File: src/assert_macros.svh
// Assertion macros used by the top level RTL of the live byte tracker.
// Each macro expands to one labeled concurrent assertion on clk and rst_n.
`ifndef ASSERT_MACROS_SVH
`define ASSERT_MACROS_SVH
// Assert that a property holds while out of reset.
`define ASSERT_CLK(label, prop) \
  label: assert property (@(posedge clk) disable iff (!rst_n) (prop)) \
    else $error("assertion failed");
// Assert that an antecedent implies a consequent in the same cycle.
`define ASSERT_IMP(label, ante, cons) \
  label: assert property (@(posedge clk) disable iff (!rst_n) (ante) |-> (cons)) \
    else $error("assertion failed");
`endif

File: src/aslbt_pkg.sv
// Package for the live byte tracker: event and state types, codes, hash helper.
// No dependencies.
`default_nettype none
package aslbt_pkg;
  localparam logic [1:0] MODE_ALLOC = 2'd0;
  localparam logic [1:0] MODE_FREE = 2'd1;
  localparam logic [1:0] MODE_REALLOC = 2'd2;

  localparam logic [2:0] ST_IGNORED = 3'd0;
  localparam logic [2:0] ST_TRACKED = 3'd1;
  localparam logic [2:0] ST_FULL = 3'd2;
  localparam logic [2:0] ST_FREED = 3'd3;
  localparam logic [2:0] ST_NOTFOUND = 3'd4;

  localparam logic [0:0] CFG_ENABLED = 1'b0;
  localparam logic [0:0] CFG_THRESHOLD = 1'b1;

  localparam logic [31:0] HASH_MUL = 32'd2654435761;
  localparam logic [47:0] MAX48 = 48'hFFFF_FFFF_FFFF;
  localparam logic [12:0] BLK_MAX = 13'd8191;

  // Classified event handed from the front to the back.
  typedef struct packed {
    logic        do_release;
    logic        do_insert;
    logic        is_free;
    logic [47:0] rel_addr;
    logic [47:0] address;
    logic [39:0] size;
    logic [47:0] caller;
  } cmd_t;

  typedef enum logic [3:0] {
    S_IDLE, S_CLEAR, S_HASH, S_RREAD, S_RCHK, S_SREAD, S_SCHK,
    S_IREAD, S_ICHK, S_LREAD, S_LCHK, S_UPD, S_OUT
  } state_t;

  function automatic logic [31:0] mul32(input logic [31:0] x);
    return x * HASH_MUL;
  endfunction
endpackage
`default_nettype wire

File: src/aslbt_front.sv
// Front end: accepts events, applies configuration filters, queues commands.
// Depends on aslbt_pkg.
`default_nettype none
module aslbt_front (
  input  wire logic               clk,
  input  wire logic               rst_n,
  input  wire logic               enabled,
  input  wire logic [39:0]        threshold,
  input  wire logic               in_valid,
  output logic                    in_stall,
  input  wire logic [1:0]         in_mode,
  input  wire logic [47:0]        in_address,
  input  wire logic [47:0]        in_old_address,
  input  wire logic [39:0]        in_size,
  input  wire logic [47:0]        in_caller,
  output logic                    q_valid,
  input  wire logic               q_pop,
  output aslbt_pkg::cmd_t         q_cmd
);
  aslbt_pkg::cmd_t q_r [2];
  logic [1:0] cnt_r, cnt_nxt;
  logic rd_r, rd_nxt, wr_r, wr_nxt;
  aslbt_pkg::cmd_t c;
  logic push, is_rel;

  assign in_stall = (cnt_r == 2'd2);
  assign push = in_valid && !in_stall;
  assign q_valid = (cnt_r != 2'd0);
  assign q_cmd = q_r[rd_r];

  always_comb begin
    is_rel = (in_mode == aslbt_pkg::MODE_REALLOC);
    c = '0;
    c.address = in_address;
    c.size = in_size;
    c.caller = in_caller;
    c.is_free = (in_mode == aslbt_pkg::MODE_FREE);
    if (enabled) begin
      if (in_mode == aslbt_pkg::MODE_FREE) begin
        c.do_release = (in_address != 48'd0);
        c.rel_addr = in_address;
      end else if (in_mode == aslbt_pkg::MODE_ALLOC || is_rel) begin
        c.do_release = is_rel && (in_old_address != 48'd0);
        c.rel_addr = in_old_address;
        c.do_insert = (in_address != 48'd0) && (in_size >= threshold);
      end
    end
  end

  always_comb begin
    wr_nxt = wr_r ^ push;
    rd_nxt = rd_r ^ q_pop;
    cnt_nxt = cnt_r + {1'b0, push} - {1'b0, q_pop};
  end

  always_ff @(posedge clk) begin
    if (!rst_n) begin
      cnt_r <= '0;
      rd_r <= 1'b0;
      wr_r <= 1'b0;
    end else begin
      cnt_r <= cnt_nxt;
      rd_r <= rd_nxt;
      wr_r <= wr_nxt;
    end
    if (push) begin
      q_r[wr_r] <= c;
    end
  end
endmodule
`default_nettype wire

File: config.mk
export PLATFORM = sky130hd
export DESIGN_NAME = aslbt_front
export DESIGN_NICKNAME = d
export VERILOG_FILES = /design/src/assert_macros.svh /design/src/aslbt_pkg.sv /design/src/aslbt_front.sv
export SDC_FILE = /design/constraint.sdc
export NUM_CORES = 1
export LEC_CHECK = 0
export ABC_AREA = 1
export BUFFER_PORTS_ARGS = -buffer_cell sky130_fd_sc_hd__buf_2
export CORE_MARGIN = 2
export CORE_UTILIZATION = 55
export CTS_BUF_LIST = sky130_fd_sc_hd__clkbuf_16
export CTS_CLUSTER_DIAMETER = 60
export DETAILED_ROUTE_END_ITERATION = 10
export PLACE_DENSITY = 0.87
export RECOVER_POWER = 50
export SLEW_MARGIN = 15
export SYNTH_ARGS = -nofsm -noshare
export SYNTH_HDL_FRONTEND = slang
export SYNTH_SLANG_ARGS = --single-unit
File: constraint.sdc
create_clock -name clk -period 12 [get_ports clk]
set_input_delay 1.8 -clock clk [delete_from_list [all_inputs] [get_ports clk]]
set_output_delay 1.8 -clock clk [all_outputs]
set_load 0.01 [all_outputs]
==> out/qor.txt <==
SYNTH
------------------------------------------------------------------------------
Synth area leaders                                                sky130_fd_sc_hd__edfxtp_1 (69%), sky130_fd_sc_hd__mux2_4 (12%), sky130_fd_sc_hd__mux2_2 (3.9%), sky130_fd_sc_hd__ha_1 (3.4%), sky130_fd_sc_hd__inv_1 (2.2%)
Share of synthesized area occupied by flip-flops and latches             69.2%
Post-synthesis mux area share                                            15.8%
Synthesized area divided by synthesized cell count                    16.5 µm²
Post-synthesis net count                                                  1267
FF+latch count, synth                                                      379
Cell area after technology mapping                                   16400 µm²
Post-synth top area share                                                68.5%
Most area-hungry cell type in the Yosys netlist                   sky130_fd_sc_hd__edfxtp_1
Simple logic cell fraction of the synthesized area                       4.86%
XOR/XNOR share of the synthesized area                                  0.107%
Compound-cell area share of the yosys netlist                            2.79%
Cell count after synthesis                                                 992
Dominant combinational cell family by area after synthesis        multiplexers
Distinct cell type count after synthesis                                    31
Adder-cell area share of the yosys netlist                               3.36%
Synthesis warning total                                                      0

WORST SETUP PATH
------------------------------------------------------------------------------
Launching point of the worst reg2reg path                             cnt_r[1]
Delay of the slowest cell on the worst path                             910 ps
Arrival time of the worst setup path                                   3580 ps
Cell occurring most often along the worst timing path             sky130_fd_sc_hd__buf_4
Type of origin of the critical path                                  flip-flop
Crit path capture type                                             output port
WP buf/inv                                                                   3
Cell with the biggest individual delay on the critical path       sky130_fd_sc_hd__buf_4
Required time of the critical path                                    10200 ps
CP cell instances                                                 buf_4, buf_4, mux2_2, buf_2
Family with the most delay on the worst path                      buffers and inverters
Maximum fanout encountered on the critical timing path                      57
Setup CP Type                                                       reg -> out

TIMING
------------------------------------------------------------------------------
Post-Route Hold Slack                                                   513 ps
Minimum period implied by the final worst setup slack                  5380 ps
Least-Margin Pin Slew                                                  2620 ps
Setup Viol. Count Final                                                      0
Number of hold violations in the final report                                0
RSZ-0062 raised after global routing                                        no
Max transition margin                                                   -74.9%
Final-report max-slew violation count                                      162
Max frequency                                                          186 MHz
Clock tree skew after final layout                                     13.0 ps
Setup total negative slack                                                0 ps
Part of the cycle the worst path needs                                   44.8%

GRT
------------------------------------------------------------------------------
Via count of the first global-routing pass                               10500
Antenna violations before repair                                             1
Global-route congestion overflow total                                       0
Pin count of the biggest net entering global routing                        78
Global router's overall resource usage                                   24.8%
Met2 layer usage reported by global route                                44.7%
Met1 GRT Util                                                            28.5%
Met3 track utilization from global routing                               6.63%
Layer with the highest usage after global routing                         met2
Global-route wire length before repair                                58300 µm

CLOCK NETWORK
------------------------------------------------------------------------------
Quantity of hold-fixing buffers added after cts                              0
Clock transition at path regs                                            60 ps
Worst-case clock buffer depth                                                3
Post-CTS setup repair buffer count                                           0
H-tree levels                                                                2
TritonCTS clock tree                                                      done
Worst-skew pair later-pin latency                                       510 ps
Number of buffers inserted during clock tree synthesis                      39
Sinks on the clock net                                                     379
Resized Gates After CTS                                                      0
Root buffer selected by CTS                                       sky130_fd_sc_hd__clkbuf_16

OUTCOME
------------------------------------------------------------------------------
Result of the run                                                 finished with violations
Violations in the final reports                                   max-capacitance violations, max-slew violations

ROUTE
------------------------------------------------------------------------------
Detailed-route via count                                                 10200
DRC violation total after the first TritonRoute iteration                  742
Via-to-Cell Ratio                                                         5.54
Total length of routed wires                                          40100 µm
Number of detailed-routing iterations run before antenna repair              8
Count of nets left with antenna violations after detail routing              0
Routed wire per std cell                                               21.7 µm
Count of unresolved DRC violations after routing                             0

FLOORPLAN
------------------------------------------------------------------------------
Floorplan die area                                                   31200 µm²
Initial standard-cell utilization of the core                            55.6%
Die height                                                              177 µm
Site row count                                                              63
Die width                                                               177 µm
# IOs                                                                      420
Core region area                                                     29500 µm²

POWER
------------------------------------------------------------------------------
Cell area power density                                             173 nW/µm²
Worst VDD drop                                                      0.000165 V
Leakage                                                                8.00 nW

PLACE
------------------------------------------------------------------------------
Count of buffers inserted at the top-level ports                           419
Placer congestion estimate                                               0.838
DPL Wire Length                                                       27400 µm

JOB
------------------------------------------------------------------------------
Max-capacitance violation count                                              4

HOLD PATH
------------------------------------------------------------------------------
Worst hold start                                                      cnt_r[1]
Class of the tightest hold or removal check                         reg -> reg

LAYOUT
------------------------------------------------------------------------------
Final layout net count                                                    1701
Finished Core Util                                                       67.4%
Area delta synth->final                                                  21.2%
Share of cells above drive strength 1                                    37.9%

[per-stage QoR]
stage	instances	power [W]	setup slack (ps)	cell area (µm²)
after floorplan	992	0.00207	5120	16400
after global placement	1775	0.00227	7420	18800
after detailed placement	1775	0.00229	7350	18800
after CTS	1845	0.00346	6780	20100
after global routing	1845	0.00355	6440	19900
final	1846	0.00344	6620	19900
[routing by layer]
layer / wire (µm) / vias up
met2: 20600 / 601
met1: 14000 / 4964
met4: 1160 / 0
li1: - / 4565
met3: 4240 / 91
met5: 0 / -
[cells in the mapped netlist]
master / n
sky130_fd_sc_hd__a21o_1: 2
sky130_fd_sc_hd__a21o_2: 1
sky130_fd_sc_hd__a21oi_1: 16
sky130_fd_sc_hd__a31oi_1: 1
sky130_fd_sc_hd__a32o_1: 16
sky130_fd_sc_hd__and2_4: 2
sky130_fd_sc_hd__buf_2: 16
sky130_fd_sc_hd__buf_4: 1
sky130_fd_sc_hd__buf_6: 16
sky130_fd_sc_hd__clkbuf_1: 2
sky130_fd_sc_hd__dfxtp_1: 5
sky130_fd_sc_hd__edfxtp_1: 374
sky130_fd_sc_hd__ha_1: 44
sky130_fd_sc_hd__inv_1: 94
sky130_fd_sc_hd__inv_2: 3
sky130_fd_sc_hd__mux2_2: 57
sky130_fd_sc_hd__mux2_4: 130
sky130_fd_sc_hd__nand2_1: 59
sky130_fd_sc_hd__nand2_2: 1
sky130_fd_sc_hd__nand3_1: 34
sky130_fd_sc_hd__nand3b_1: 1
sky130_fd_sc_hd__nand4_1: 17
sky130_fd_sc_hd__nor2_1: 50
sky130_fd_sc_hd__nor2_2: 4
sky130_fd_sc_hd__nor2_4: 2
sky130_fd_sc_hd__nor4_1: 4
sky130_fd_sc_hd__o21a_1: 1
sky130_fd_sc_hd__o21ai_0: 6
sky130_fd_sc_hd__o21ai_1: 30
sky130_fd_sc_hd__or2_2: 1
sky130_fd_sc_hd__xnor2_1: 2
[cell families after synthesis]
kind of cell | after synthesis
compound gates | 73
xor+xnor | 2
fa+ha+maj | 44
buf+inv | 132
flops | 379
mux | 187
simple gates | 175
[area by class of cell]
type	instances	area [µm²]
clock inverters	29	230
multi-input cells	481	4410
diodes	1	2.50
inverters	97	364
clock buffers	41	1030
flip-flops and latches	379	11300
repair buffers	428	2000
well taps	390	488
fillers	2042	9620
[layout by cell type, fill, tap and decap left out, types with 2 or more instances in the layout]
cell type	instances
sky130_fd_sc_hd__o21ai_0	28
sky130_fd_sc_hd__dfxtp_1	5
sky130_fd_sc_hd__and2_4	2
sky130_fd_sc_hd__a21o_1	2
sky130_fd_sc_hd__a32o_1	16
sky130_fd_sc_hd__clkinv_1	9
sky130_fd_sc_hd__clkbuf_1	127
sky130_fd_sc_hd__mux2_2	56
sky130_fd_sc_hd__a21oi_1	16
sky130_fd_sc_hd__o21ai_1	8
sky130_fd_sc_hd__nor2_1	51
sky130_fd_sc_hd__edfxtp_1	374
sky130_fd_sc_hd__buf_4	8
sky130_fd_sc_hd__nand2_1	59
sky130_fd_sc_hd__nor2_2	3
sky130_fd_sc_hd__nor2_4	2
sky130_fd_sc_hd__inv_1	103
sky130_fd_sc_hd__clkbuf_16	41
sky130_fd_sc_hd__mux2_4	130
sky130_fd_sc_hd__bufinv_16	4
sky130_fd_sc_hd__nor4_1	4
sky130_fd_sc_hd__buf_2	293
sky130_fd_sc_hd__clkinv_2	6
sky130_fd_sc_hd__ha_1	44
sky130_fd_sc_hd__nand3_1	34
sky130_fd_sc_hd__nand4_1	17
sky130_fd_sc_hd__xnor2_1	2
sky130_fd_sc_hd__inv_2	2
[power by group]
part           switching, W  internal [W]
logic              0.000325      0.000253
clock network      0.000475      0.000702
registers         0.0000428       0.00164
[sequential cells by signal (all words and copies together) (netlist names), named ones only]
register	cells
q_r	374
cnt_r	2
wr_r	1
rd_r	1
[path summary, 6_finish.rpt]
check,endpoint,slack (ps),cells after the start
max,q_cmd[52],6620,4
min reg2reg,cnt_r[1],510,2
max reg2reg,q_r[0][45],7950,5
min,cnt_r[1],510,2
[worst min-delay path: cells and delay by family, from the launching register on]
kind | cells | cell delay [ps]
flip-flops | 1 | 310
buffers and inverters | 1 | 90
AO/OA/AOI/OAI | 1 | 70
Power figures use the tool's default switching activity.
